$ cat config.mk
export PLATFORM = sky130hd
export DESIGN_NAME = four_level_priority_queue_with_aging_unit
export DESIGN_NICKNAME = d
export VERILOG_FILES = /design/src/hw/rtl/fpq_pkg.sv /design/src/hw/rtl/four_level_priority_queue_with_aging_unit.sv /design/src/hw/rtl/fpq_front.sv /design/src/hw/rtl/fpq_engine.sv
export SDC_FILE = /design/constraint.sdc
export NUM_CORES = 2
export LEC_CHECK = 0
export BUFFER_PORTS_ARGS = -buffer_cell sky130_fd_sc_hd__buf_2
export CAP_MARGIN = 25
export CELL_PAD_IN_SITES_DETAIL_PLACEMENT = 1
export CELL_PAD_IN_SITES_GLOBAL_PLACEMENT = 1
export CORE_MARGIN = 4
export CORE_UTILIZATION = 50
export CTS_BUF_LIST = sky130_fd_sc_hd__clkbuf_8
export CTS_CLUSTER_DIAMETER = 40
export DETAILED_ROUTE_END_ITERATION = 10
export HOLD_SLACK_MARGIN = 0.15
export PLACE_DENSITY = 0.72
export SETUP_SLACK_MARGIN = 0.05
export SLEW_MARGIN = 10
export SYNTH_ARGS = -nofsm -noshare
export SYNTH_HDL_FRONTEND = slang
export SYNTH_HIERARCHICAL = 1
export SYNTH_SLANG_ARGS = --single-unit
$ cat constraint.sdc
create_clock -name clk -period 9.7 [get_ports clk]
set_input_delay 0.485 -clock clk [delete_from_list [all_inputs] [get_ports clk]]
set_output_delay 0.485 -clock clk [all_outputs]
set_load 0.005 [all_outputs]
$ cat src/hw/rtl/fpq_pkg.sv
// Shared types and constants for the four-level priority queue with aging.
// No dependencies.
`timescale 1ns / 1ps
package fpq_pkg;
  localparam int NUM_LEVELS = 4;
  localparam int WAIT_BITS  = 8;
  localparam logic [WAIT_BITS-1:0] WAIT_MAX = 8'hFF;
  localparam logic [7:0] AGE_STEP_RST   = 8'd5;
  localparam logic [7:0] AGE_THRESH_RST = 8'd10;

  typedef enum logic [1:0] {
    KIND_ENQ  = 2'd0,
    KIND_DEQ  = 2'd1,
    KIND_AGE  = 2'd2,
    KIND_NOP  = 2'd3
  } kind_t;

  typedef enum logic [1:0] {
    ST_DONE  = 2'd0,
    ST_FULL  = 2'd1,
    ST_EMPTY = 2'd2,
    ST_RSVD  = 2'd3
  } status_t;

  typedef enum logic {
    CFG_AGE_STEP   = 1'b0,
    CFG_AGE_THRESH = 1'b1
  } cfg_idx_t;

  typedef struct packed {
    logic [1:0]  status;
    logic [15:0] served_id;
    logic [1:0]  served_level;
    logic [6:0]  promoted_count;
  } result_t;
endpackage

$ cat src/hw/rtl/four_level_priority_queue_with_aging_unit.sv
// Top level: configuration registers, request front end and queue engine.
// Depends on fpq_pkg, fpq_front, fpq_engine.
//
// Usage: requests enter on in_* (tdata: kind, entry_id, level from bit 0).
// Each request yields exactly one result on out_* (tdata: status,
// served_id, served_level, promoted_count from bit 0).
// The engine registers the result of an enqueue, no-op or empty dequeue in
// S_IDLE, of any other dequeue in S_DEQ after the memory read, and of an
// aging tick in S_OUT after walking level 3 then level 2 in the single
// memory (each entry read in S_ARD, written back or promoted in S_AWR).
// S_WAIT follows each request before the next one is taken.
// A two-entry request queue decouples the input from the engine; the engine
// holds its result until out_tready and takes no new request meanwhile, so
// in_tready drops once two more requests are queued.
// Reset empties all levels and loads age_step 5, age_threshold 10.
// Configuration (cfg_index 0 step, 1 threshold) is to be written by the user
// only when idle; the block itself does not enforce it.
`timescale 1ns / 1ps
module four_level_priority_queue_with_aging_unit #(
  parameter int QUEUE_DEPTH = 32,
  parameter int ID_BITS     = 16
) (
  input  logic        clk,
  input  logic        rst_n,
  input  logic        in_tvalid,
  output logic        in_tready,
  input  logic [23:0] in_tdata,   // kind[1:0], entry_id[17:2], level[19:18]
  output logic        out_tvalid,
  input  logic        out_tready,
  output logic [31:0] out_tdata,  // status, served_id, served_level, promoted_count
  input  logic        cfg_valid,
  output logic        cfg_ready,
  input  logic        cfg_index,
  input  logic [7:0]  cfg_data
);
  import fpq_pkg::*;
  logic [7:0] step_r, thr_r;
  logic rv, rr;
  logic [1:0] rk, rl;
  logic [ID_BITS-1:0] rid, iid;
  result_t res;

  assign cfg_ready = 1'b1;
  always_ff @(posedge clk) begin
    if (!rst_n) begin
      step_r <= AGE_STEP_RST; thr_r <= AGE_THRESH_RST;
    end else if (cfg_valid) begin
      if (cfg_idx_t'(cfg_index) == CFG_AGE_STEP) step_r <= cfg_data;
      else thr_r <= cfg_data;
    end
  end

  assign iid = ID_BITS'({{(ID_BITS > 16 ? ID_BITS-16 : 1){1'b0}}, in_tdata[17:2]});

  fpq_front #(.ID_BITS(ID_BITS)) u_front (
    .clk, .rst_n, .in_valid(in_tvalid), .in_ready(in_tready),
    .in_kind(in_tdata[1:0]), .in_id(iid), .in_level(in_tdata[19:18]),
    .req_valid(rv), .req_ready(rr), .req_kind(rk), .req_id(rid), .req_level(rl));

  fpq_engine #(.QUEUE_DEPTH(QUEUE_DEPTH), .ID_BITS(ID_BITS)) u_eng (
    .clk, .rst_n, .age_step(step_r), .age_thresh(thr_r),
    .req_valid(rv), .req_ready(rr), .req_kind(rk), .req_id(rid), .req_level(rl),
    .res_valid(out_tvalid), .res_ready(out_tready), .res(res));

  assign out_tdata = {5'd0, res.promoted_count, res.served_level, res.served_id, res.status};

  a_stat: assert property (@(posedge clk) disable iff (!rst_n)
    out_tvalid |-> res.status != ST_RSVD) else $error("bad status");
  a_emp: assert property (@(posedge clk) disable iff (!rst_n)
    (out_tvalid && res.status == ST_EMPTY) |-> res.served_id == '0) else $error("empty id");
  a_hold: assert property (@(posedge clk) disable iff (!rst_n)
    (out_tvalid && !out_tready) |=> out_tvalid) else $error("result dropped");
endmodule

$ cat src/hw/rtl/fpq_front.sv
// Front end: accepts requests and holds them in a two-entry queue for the engine.
// Depends on fpq_pkg.
`timescale 1ns / 1ps
module fpq_front #(
  parameter int ID_BITS = 16
) (
  input  logic               clk,
  input  logic               rst_n,
  input  logic               in_valid,
  output logic               in_ready,
  input  logic [1:0]         in_kind,
  input  logic [ID_BITS-1:0] in_id,
  input  logic [1:0]         in_level,
  output logic               req_valid,
  input  logic               req_ready,
  output logic [1:0]         req_kind,
  output logic [ID_BITS-1:0] req_id,
  output logic [1:0]         req_level
);
  import fpq_pkg::*;
  localparam int W = 4 + ID_BITS;
  logic [W-1:0] mem_r [2];
  logic         wp_r, rp_r;
  logic [1:0]   cnt_r;
  logic         push, pop;

  assign in_ready  = (cnt_r != 2'd2);
  assign req_valid = (cnt_r != 2'd0);
  assign push = in_valid && in_ready;
  assign pop  = req_valid && req_ready;
  assign {req_kind, req_level, req_id} = mem_r[rp_r];

  always_ff @(posedge clk) begin
    if (push) mem_r[wp_r] <= {in_kind, in_level, in_id};
    if (!rst_n) begin
      wp_r <= 1'b0; rp_r <= 1'b0; cnt_r <= 2'd0;
    end else begin
      if (push) wp_r <= ~wp_r;
      if (pop)  rp_r <= ~rp_r;
      cnt_r <= cnt_r + {1'b0, push} - {1'b0, pop};
    end
  end
endmodule

$ cat src/hw/rtl/fpq_engine.sv
// Back end: level storage in one memory, pointer moves for enqueue and dequeue,
// and a sequencer that walks levels 3 and 2 on an aging tick. Depends on fpq_pkg.
`timescale 1ns / 1ps
module fpq_engine #(
  parameter int QUEUE_DEPTH = 32,
  parameter int ID_BITS     = 16
) (
  input  logic               clk,
  input  logic               rst_n,
  input  logic [7:0]         age_step,
  input  logic [7:0]         age_thresh,
  input  logic               req_valid,
  output logic               req_ready,
  input  logic [1:0]         req_kind,
  input  logic [ID_BITS-1:0] req_id,
  input  logic [1:0]         req_level,
  output logic               res_valid,
  input  logic               res_ready,
  output fpq_pkg::result_t   res
);
  import fpq_pkg::*;
  localparam int PW = (QUEUE_DEPTH > 1) ? $clog2(QUEUE_DEPTH) : 1;
  localparam int CW = $clog2(QUEUE_DEPTH + 1);
  localparam int AW = 2 + PW;
  localparam int EW = ID_BITS + WAIT_BITS;

  typedef enum logic [6:0] {
    S_IDLE  = 7'b0000001,
    S_DEQ   = 7'b0000010,
    S_ARD   = 7'b0000100,
    S_AWR   = 7'b0001000,
    S_ANEXT = 7'b0010000,
    S_OUT   = 7'b0100000,
    S_WAIT  = 7'b1000000
  } state_t;

  state_t state_r, state_nxt;
  logic [EW-1:0] mem [NUM_LEVELS << PW];
  logic [EW-1:0] rd_r;
  logic          we;
  logic [AW-1:0] wa, ra;
  logic [EW-1:0] wd;
  logic [PW-1:0] head_r [NUM_LEVELS];
  logic [CW-1:0] cnt_r  [NUM_LEVELS];
  logic [1:0]    src_r;
  logic [CW-1:0] idx_r, n_r, keep_r;
  logic [6:0]    prom_r;
  logic [1:0]    dlvl_r;
  result_t       res_r;
  logic          res_v_r;

  function automatic logic [PW-1:0] wrap(input logic [PW-1:0] h, input logic [CW-1:0] o);
    logic [CW:0] s;
    s = {{(CW+1-PW){1'b0}}, h} + {1'b0, o};
    if (s >= (CW+1)'(QUEUE_DEPTH)) s = s - (CW+1)'(QUEUE_DEPTH);
    return s[PW-1:0];
  endfunction

  // dequeue level: lowest-numbered non-empty level
  logic [1:0] sel_l;
  logic       any;
  always_comb begin
    sel_l = 2'd0; any = 1'b0;
    for (int l = NUM_LEVELS-1; l >= 0; l--)
      if (cnt_r[l] != '0) begin sel_l = 2'(l); any = 1'b1; end
  end

  // result of a request taken in idle: full level or all empty
  result_t res_idle;
  always_comb begin
    res_idle = '0;
    if (kind_t'(req_kind) == KIND_ENQ && !(cnt_r[req_level] < CW'(QUEUE_DEPTH)))
      res_idle.status = ST_FULL;
    else if (kind_t'(req_kind) == KIND_DEQ && !any)
      res_idle.status = ST_EMPTY;
  end

  // aging datapath
  logic [8:0]           wsum;
  logic [WAIT_BITS-1:0] wsat;
  logic                 ripe, dst_room;
  logic [1:0]           dst;
  assign dst      = src_r - 2'd1;
  assign wsum     = {1'b0, rd_r[WAIT_BITS-1:0]} + {1'b0, age_step};
  assign wsat     = wsum[8] ? WAIT_MAX : wsum[7:0];
  assign dst_room = cnt_r[dst] < CW'(QUEUE_DEPTH);
  assign ripe     = (wsat >= age_thresh) && dst_room;

  assign req_ready = (state_r == S_IDLE) && !res_v_r;
  assign res_valid = res_v_r;
  assign res       = res_r;

  always_ff @(posedge clk) begin
    if (we) mem[wa] <= wd;
    rd_r <= mem[ra];
  end

  always_comb begin
    we = 1'b0; wa = '0; wd = '0;
    ra = {src_r, wrap(head_r[src_r], idx_r)};
    state_nxt = state_r;
    unique case (state_r)
      S_IDLE: if (req_valid && req_ready) begin
        unique case (kind_t'(req_kind))
          KIND_ENQ: if (cnt_r[req_level] < CW'(QUEUE_DEPTH)) begin
            we = 1'b1;
            wa = {req_level, wrap(head_r[req_level], cnt_r[req_level])};
            wd = {req_id, {WAIT_BITS{1'b0}}};
          end
          KIND_DEQ: ra = {sel_l, head_r[sel_l]};
          default: ;
        endcase
        if (kind_t'(req_kind) == KIND_DEQ) state_nxt = S_DEQ;
        else if (kind_t'(req_kind) == KIND_AGE) state_nxt = S_ARD;
        else state_nxt = S_WAIT;
      end
      S_DEQ:  state_nxt = S_WAIT;
      S_ARD:  state_nxt = (idx_r < n_r) ? S_AWR : S_ANEXT;
      S_AWR: begin
        we = 1'b1;
        if (ripe) begin
          wa = {dst, wrap(head_r[dst], cnt_r[dst])};
          wd = {rd_r[EW-1:WAIT_BITS], {WAIT_BITS{1'b0}}};
        end else begin
          wa = {src_r, wrap(head_r[src_r], keep_r)};
          wd = {rd_r[EW-1:WAIT_BITS], wsat};
        end
        state_nxt = S_ARD;
      end
      S_ANEXT: state_nxt = (src_r == 2'd3) ? S_ARD : S_OUT;
      S_OUT:   state_nxt = S_WAIT;
      S_WAIT:  state_nxt = S_IDLE;
      default: state_nxt = S_IDLE;
    endcase
  end

  always_ff @(posedge clk) begin
    if (!rst_n) begin
      state_r <= S_IDLE; res_v_r <= 1'b0;
      for (int l = 0; l < NUM_LEVELS; l++) begin
        head_r[l] <= '0; cnt_r[l] <= '0;
      end
      src_r <= 2'd3; idx_r <= '0; n_r <= '0; keep_r <= '0; prom_r <= '0; dlvl_r <= '0;
    end else begin
      state_r <= state_nxt;
      if (res_v_r && res_ready) res_v_r <= 1'b0;
      unique case (state_r)
        S_IDLE: if (req_valid && req_ready) begin
          res_r <= res_idle;
          unique case (kind_t'(req_kind))
            KIND_ENQ: begin
              res_v_r <= 1'b1;
              if (cnt_r[req_level] < CW'(QUEUE_DEPTH))
                cnt_r[req_level] <= cnt_r[req_level] + 1'b1;
            end
            KIND_DEQ: begin
              dlvl_r <= sel_l;
              if (any) begin
                cnt_r[sel_l]  <= cnt_r[sel_l] - 1'b1;
                head_r[sel_l] <= wrap(head_r[sel_l], CW'(1));
              end else begin
                res_v_r <= 1'b1;
              end
            end
            KIND_AGE: begin
              src_r <= 2'd3; idx_r <= '0; keep_r <= '0; prom_r <= '0;
              n_r <= cnt_r[3];
            end
            default: res_v_r <= 1'b1;
          endcase
        end
        S_DEQ: if (res_r.status == ST_DONE) begin
          res_r.served_id    <= 16'(rd_r[EW-1:WAIT_BITS]);
          res_r.served_level <= dlvl_r;
          res_v_r <= 1'b1;
        end
        S_AWR: begin
          idx_r <= idx_r + 1'b1;
          if (ripe) begin
            cnt_r[dst] <= cnt_r[dst] + 1'b1;
            prom_r <= prom_r + 7'd1;
          end else keep_r <= keep_r + 1'b1;
        end
        S_ARD: if (!(idx_r < n_r)) begin
          // compact: surviving entries sit at head..head+keep-1
          cnt_r[src_r] <= keep_r;
        end
        S_ANEXT: if (src_r == 2'd3) begin
          src_r <= 2'd2; idx_r <= '0; keep_r <= '0; n_r <= cnt_r[2];
        end
        S_OUT: begin
          res_r.promoted_count <= prom_r;
          res_v_r <= 1'b1;
        end
        default: ;
      endcase
    end
  end
endmodule

# After elaboration in Yosys (flattened, before gate mapping)
# Memories as Yosys holds them, arrays and structs flattened. A register that Yosys moved wholly into a read port is not among the register bits.
# Cells that the tools add are included.
[classes] n_addsub=20 magnitude_cmp=9 n_eq_ne=16 mux=112 n_bitwise=3 n_reduce_logical=38
[ops] cell="$mux 7" n=13
[ops] cell="$mux 24" n=3
[ops] cell="$mux 6" n=12
[ops] cell="$mux 5" n=12
[ops] cell="$pmux 24 s2" n=1
[ops] cell="$pmux 7 s2" n=3
[ops] cell="$mux 1" n=40
[ops] cell="$pmux 18 s2" n=1
[ops] cell="$pmux 6 s3" n=2
[ops] cell="$pmux 7 s5" n=1
[ops] cell="$mux 2" n=15
[ops] cell="$add 5x6->7" n=4
[ops] cell="$ge 7x6->1 const B" n=4
[ops] cell="$mux 25" n=1
[ops] cell="$sub 5x1->5 const B" n=5
[ops] cell="$add 6x1->6 const B" n=4
[ops] cell="$reduce_bool 6->1" n=4
[ops] cell="$reduce_or 6->1" n=4
[ops] cell="$mux 18" n=1
[ops] cell="$mux 8" n=2
[ops] cell="$reduce_and 4->1" n=4
[ops] cell="$lt 6x6->1 const B" n=2
[ops] cell="$pmux 6 s2" n=1
[ops] cell="$reduce_bool 2->1" n=5
[ops] cell="other kinds (33)" n=54
[totals] regBits=84 mem_bits_rw=3156 inputBits=38 out_inout_bits=35 word_cells=219 mem_count=4
[mem_list] memory="u_eng.mem" words=128 word_bits=24 rd=1 rd_clocked_by_memory_dff=1 write_ports=1 line="fpq_engine.sv:38" text="logic [EW-1:0] mem [NUM_LEVELS << PW];"
[mem_list] memory="u_front.mem_r" words=2 word_bits=20 rd=1 rd_clocked_by_memory_dff=1 write_ports=1 line="fpq_front.sv:22" text="logic [W-1:0] mem_r [2];"
[mem_list] memory="u_eng.cnt_r" words=4 word_bits=6 rd=7 rd_clocked_by_memory_dff=0 write_ports=4 line="fpq_engine.sv:44" text="logic [CW-1:0] cnt_r [NUM_LEVELS];"
[mem_list] memory="u_eng.head_r" words=4 word_bits=5 rd=4 rd_clocked_by_memory_dff=1 write_ports=4 line="fpq_engine.sv:43" text="logic [PW-1:0] head_r [NUM_LEVELS];"

# Depth between registers and ports, before layout
# An unclocked memory read counts as a cell.
[logic_depth] depth_word=16 mapped_depth=26 ltp_nobuf=26

# Hierarchy
# The synthesis kept the hierarchy.
[by_module_without_submodules] mod="fpq_engine" n_inst=1 cells_each=9614 area_per_inst_um2=129275.2
[by_module_without_submodules] mod="fpq_front" n_inst=1 cells_each=86 area_per_inst_um2=1676.6
[by_module_without_submodules] mod="four_level_priority_queue_with_aging_unit" n_inst=1 cells_each=74 area_per_inst_um2=675.6

# Worst setup path after synthesis
# OpenSTA, ideal clock, no wires.
[synth_timing] kind="register to register" from="reg step_r[0]" to="mem u_eng/mem[0][5] (netlist name), data pin" setup_ps=889 t_arrival_ps=7141 slack_ps=1670 stages_incl_launch_ff=20 path_buffers=0 period_less_slack_ps=8030 path_cell_list="dfxtp_1 > ha_1 > fa_1 > a21oi_1 > nor2_1 > nor2_1 > o21bai_1 > a21oi_1 > o21bai_1 > a21oi_1 > nor2b_1 > ha_1 > nand2b_1 > a21o_1 > a21o_1 > a21o_1 > a21oi_1 > o21a_1 > o21ai_1 > a21oi_1"
[synth_between] elab_chain_len=6
[synth_lines] item="start: declaration" line="four_level_priority_queue_with_aging_unit.sv:37" text="logic [7:0] step_r, thr_r;"
[synth_lines] item="start signal: assignment" line="four_level_priority_queue_with_aging_unit.sv:48" text="if (cfg_idx_t'(cfg_index) == CFG_AGE_STEP) step_r <= cfg_data;"
[synth_lines] item="$add 8x8->9 *" line="fpq_engine.sv:84" text="assign wsum = {1'b0, rd_r[WAIT_BITS-1:0]} + {1'b0, age_step};"
[synth_lines] item="$mux 8 *" line="fpq_engine.sv:85" text="assign wsat = wsum[8] ? WAIT_MAX : wsum[7:0];"
[synth_lines] item="$ge 8x8->1" line="fpq_engine.sv:87" text="assign ripe = (wsat >= age_thresh) && dst_room;"
[synth_lines] item="$logic_and 1x1->1" line="fpq_engine.sv:87"
[synth_lines] item="$mux 8 *" line="fpq_engine.sv:121" text="if (ripe) begin"
[synth_lines] item="$pmux 24 s2 *" line="fpq_engine.sv:102" text="unique case (state_r)"
[synth_lines] item="net u_eng.wd[5]" line="fpq_engine.sv:42" text="logic [EW-1:0] wd;"
[synth_lines] item="end: declaration" line="fpq_engine.sv:38"
# The timed path passes the listed nets; every way through them passes the cells marked *.

# Final worst setup path
[layout_timing] from="reg step_r[0]" to="mem u_eng/mem[117][6] (netlist name), enable pin"
[layout_between] elab_chain_len=6
[layout_lines] item="$add 8x8->9" line="fpq_engine.sv:84"
[layout_lines] item="$mux 8" line="fpq_engine.sv:85"
[layout_lines] item="$ge 8x8->1" line="fpq_engine.sv:87"
[layout_lines] item="$logic_and 1x1->1" line="fpq_engine.sv:87"
[layout_lines] item="$mux 7" line="fpq_engine.sv:121"
[layout_lines] item="$pmux 7 s2" line="fpq_engine.sv:102"
# No other way between the ends.

==> metrics.md <==
| Metric | Value |
|---|---|
| Synth area leader | `edfxtp_1` |
| Port buffer count | `62` |
| Run status | `completed` |
| Synth top cells by count | `edfxtp_1, nand2_1, nand3_1` |
| Clock latency on the worst-skew pair | `1.19 ns` |
| Worst vdd ir | `between 0.15 and 0.2 mV` |
| Flops & latches, synth | `3265` |
| Io pins | `73` |
| Met1 GRT Util | `0.443` |
| Max Cap Viol | `0` |
| Leak | `49.9 nW` |
| Area grow syn2layout | `13.2%` |
| WP depth | `24` |
| Vias per inst | `between 6 and 7` |
| WS Path Type | `register to register` |
| Rows | `188` |
| Share of layout cells above drive strength 1 | `0.134` |
| Core area | `262000 µm²` |
| Final nets | `10400` |
| Top cells by area, synth | `edfxtp_1, nand2_1, nand3_1` |
| Average cell area after synthesis | `13.5 µm²` |
| Post-synth EDFFs | `3183` |
| Internal power | `24.8 mW` |
| Routability cong. | `0.926` |
| R2R depth | `24` |
| DRT iter0 DRCs | `12300` |
| Net Sw Frac | `0.360` |
| Most used cell, CP | `a21oi_1` |
| Setup-failing EPs final | `0` |
| Crit-path max FO | `13` |
| Achievable Freq | `~130 MHz` |
| GRT met3 Usage | `0.0844` |
| Initial core utilization | `0.502` |
| Most common cell in the netlist | `edfxtp_1` |
| Post-Syn Instances | `9774` |
| Die W | `521 µm` |
| Slew Limit Headroom | `0.100` |
| Part of the power in combinational logic | `0.277` |
| WP buf/inv | `2` |
| Die area | `272000 µm²` |
| Worst setup margin | `2.19 ns` |
| Post-Route Utilization | `0.568` |
| Critical path cell sequence | `ha_1 > fa_1 > a21oi_1 > nor2_1 > nor2_1 > o21bai_1 > a21oi_1 > o21bai_1 > a21oi_1 > buf_4 > nor2b_1 > ha_1 > nand2b_1 > a21o_1 > a21o_1 > a21o_1 > a21oi_1 > o21a_1 > nor2_1 > mux2i_1 > o21ai_0 > nand3_2 > nor2_2 > buf_4` |
| Yosys cell types | `92` |
| Hold Slack | `0.267 ns` |
| Psw | `approximately 14 mW` |
| Pin count of the biggest net entering global routing | `~130` |
| Post-CTS Repair Setup Buffers | `0` |
| Total Neg Setup Slack | `0 ns` |
| Total Wirelength | `467 mm` |
| CTS H-tree lvls | `6` |
| Crit. End Element | `register` |
| CTS clk-pin slew, worst paths | `0.06 ns` |
| Hold WC Path Type | `input port to register` |
| WL per Instance | `32.8 µm` |
| Register area share after synthesis | `0.739` |
| Syn. warnings | `6` |
| Die height | `521 µm` |
| CTS max path bufs | `4` |
| Critical path arrival | `about 8.3 ns` |
| Asr flop ratio synth | `0` |
| Via count | `90700` |
| Met2 Use GR | `0.522` |
| GRT Max-Usage Layer | `met2` |
| TritonCTS clock tree | `done` |
| WHS Path Cells | `5` |
| CTS Buf Count | `560` |
| Crit path required time | `10.50 ns` |
| GRT Residual Overflow | `0` |
| First-pass GRT wire length | `661 mm` |
| Share of Yosys cell area claimed by the top area cell type | `0.726` |
| Number of remaining DRC errors | `0` |
| Final cycle utilization of the critical path | `0.775` |
| Clock Skew | `0.104 ns` |
| CP top delay family | `simple AND/OR/NAND/NOR gates` |
| Worst Tran Pin Value | `1.35 ns` |
| Clock sink total | `approximately 3300` |
| Unrepaired setup endpoints after global routing | `no` |
| Clock power share | `0.310` |
| Power Dens Cells | `260 nW/µm²` |
| DR pass1 iterations | `6` |
| Initial antenna violation count | `45` |
| Root Buffer | `clkbuf_8` |
| Slew Limit Fails | `0` |
| Placed wire-length estimate | `between 200 and 300 mm` |
| Top FF cell, synth | `edfxtp_1` |
| GRT Util Overall | `0.338` |
| Post-Syn Area | `132000 µm²` |
| Biggest cell delay along the critical path | `1.09 ns` |
| Min Tclk post-route | `~7.5 ns` |
| Register share of total power | `0.413` |
| ANT nets after route | `0` |
| Critical path's slowest cell | `nor2_2` |
| Pre-CTS setup slack | `2.40 ns` |
| Vias in the first global route | `91700` |
| Final Power | `just under 40 mW` |
| Final hold vios | `0` |
| Startpoint type of the worst setup path | `register` |
cell usage in the layout (no fill, tap or decap), drive strengths merged, types with 49 or more instances in the layout:
master / count
a211oi: 121
a21oi: 252
a22oi: 55
a31oi: 204
a32oi: 71
and3: 186
buf: 458
clkbuf: 573
clkinv: 172
dfxtp: 82
dlygate4sd3: 72
edfxtp: 3183
ha: 50
inv: 263
mux2i: 321
nand2: 2430
nand3: 1030
nand4: 55
nor2: 311
nor3: 51
nor4: 49
o21ai: 137
o22ai: 71
routing by layer:
layer / up-vias / share of wire
li1: 37600 / -
met1: 46700 / 0.37
met2: 5345 / 0.46
met3: 1049 / 0.11
met4: 22 / 0.060
met5: - / 0.00030
power groups by stage:
stage | combinational, mW | clock, mW | sequential [mW]
after floorplan | 6.15 | 0 | 16.2
after detailed placement | 10.4 | 0 | 16.3
final | 10.7 | 12.0 | 16.0
after global routing | 11.3 | 12.8 | 16.0
after global placement | 9.91 | 0 | 16.3
after CTS | 10.5 | 12.1 | 16.0
worst paths after layout:
kind	from	to	slack [ns]
worst max-delay path	step_r[0]	u_eng/mem[117][6]	2.19
worst min-delay path	out_tready	u_eng/res_valid	0.27
worst max register to register	step_r[0]	u_eng/mem[117][6]	2.19
worst min register to register	thr_r[5]	thr_r[5]	0.50
through the flow:
| stage | area, µm² | instances |
|---|---|---|
| after floorplan | 132000 | 9778 |
| after global placement | 137000 | 13100 |
| after detailed placement | 137000 | 13100 |
| after CTS | 149000 | 14200 |
| after global routing | 149000 | 14200 |
| final | 149000 | 14200 |
cell type report:
class / instances / area (µm²)
fillers: 25600 / 113000
flip-flops and latches: 3265 / 97200
multi-input cells: 5872 / 32100
clock buffers: 572 / 7870
repair buffers: 531 / 4510
well taps: 3515 / 4400
clock inverters: 419 / 2700
inverters: 47 / 176
diodes: 17 / 42.5
repair_timing:
item / CTS / global route
resized for setup: 0 / 0
endpoints found under the hold margin: 117 / 0
hold buffers: 72 / 0
registers in the layout, summed over array words and instances (netlist names), named ones only:
| register | count |
|---|---|
| u_eng/state_r | 7 |
| u_front/wp_r | 1 |
| u_front/cnt_r | 2 |
| step_r | 8 |
| u_eng/mem | 3072 |
| u_eng/src_r | 1 |
| u_eng/head_r | 20 |
| u_eng/cnt_r | 24 |
| thr_r | 8 |
| u_eng/rd_r | 24 |
| u_eng/res | 27 |
| u_front/mem_r | 40 |
| u_eng/prom_r | 7 |
| u_eng/keep_r | 6 |
| u_eng/idx_r | 6 |
| u_eng/res_valid | 1 |
| u_eng/dlvl_r | 2 |
| u_front/rp_r | 1 |
| u_eng/n_r | 6 |
logic make-up (layout without fill, tap and decap cells):
group,count (synthesis),after routing,share of synthesized area
AOI/OAI and AO/OA,1160,1160,0.0593
xor gates and xnor gates,50,50,0.00333
adders and majority gates,55,55,0.00551
buffers and inverters,641,1569,0.0238
DFF,3265,3265,0.739
muxes,370,370,0.0295
other,2,23,0.0000571
and+or+nand+nor,4231,4231,0.140
worst register-to-register path, cell delays in order (launching register included):
cell and delay (ns):
dfxtp_1 0.31, ha_1 0.23, fa_1 0.41, a21oi_1 0.19
nor2_1 0.06, nor2_1 0.16, o21bai_1 0.08, a21oi_1 0.24
o21bai_1 0.09, a21oi_1 0.15, buf_4 0.21, nor2b_1 0.30
ha_1 0.30, nand2b_1 0.16, a21o_1 0.18, a21o_1 0.17
a21o_1 0.18, a21oi_1 0.19, o21a_1 0.26, nor2_1 0.16
mux2i_1 0.18, o21ai_0 0.58, nand3_2 0.91, nor2_2 1.12
buf_4 0.38
Power figures use the tool's default switching activity.
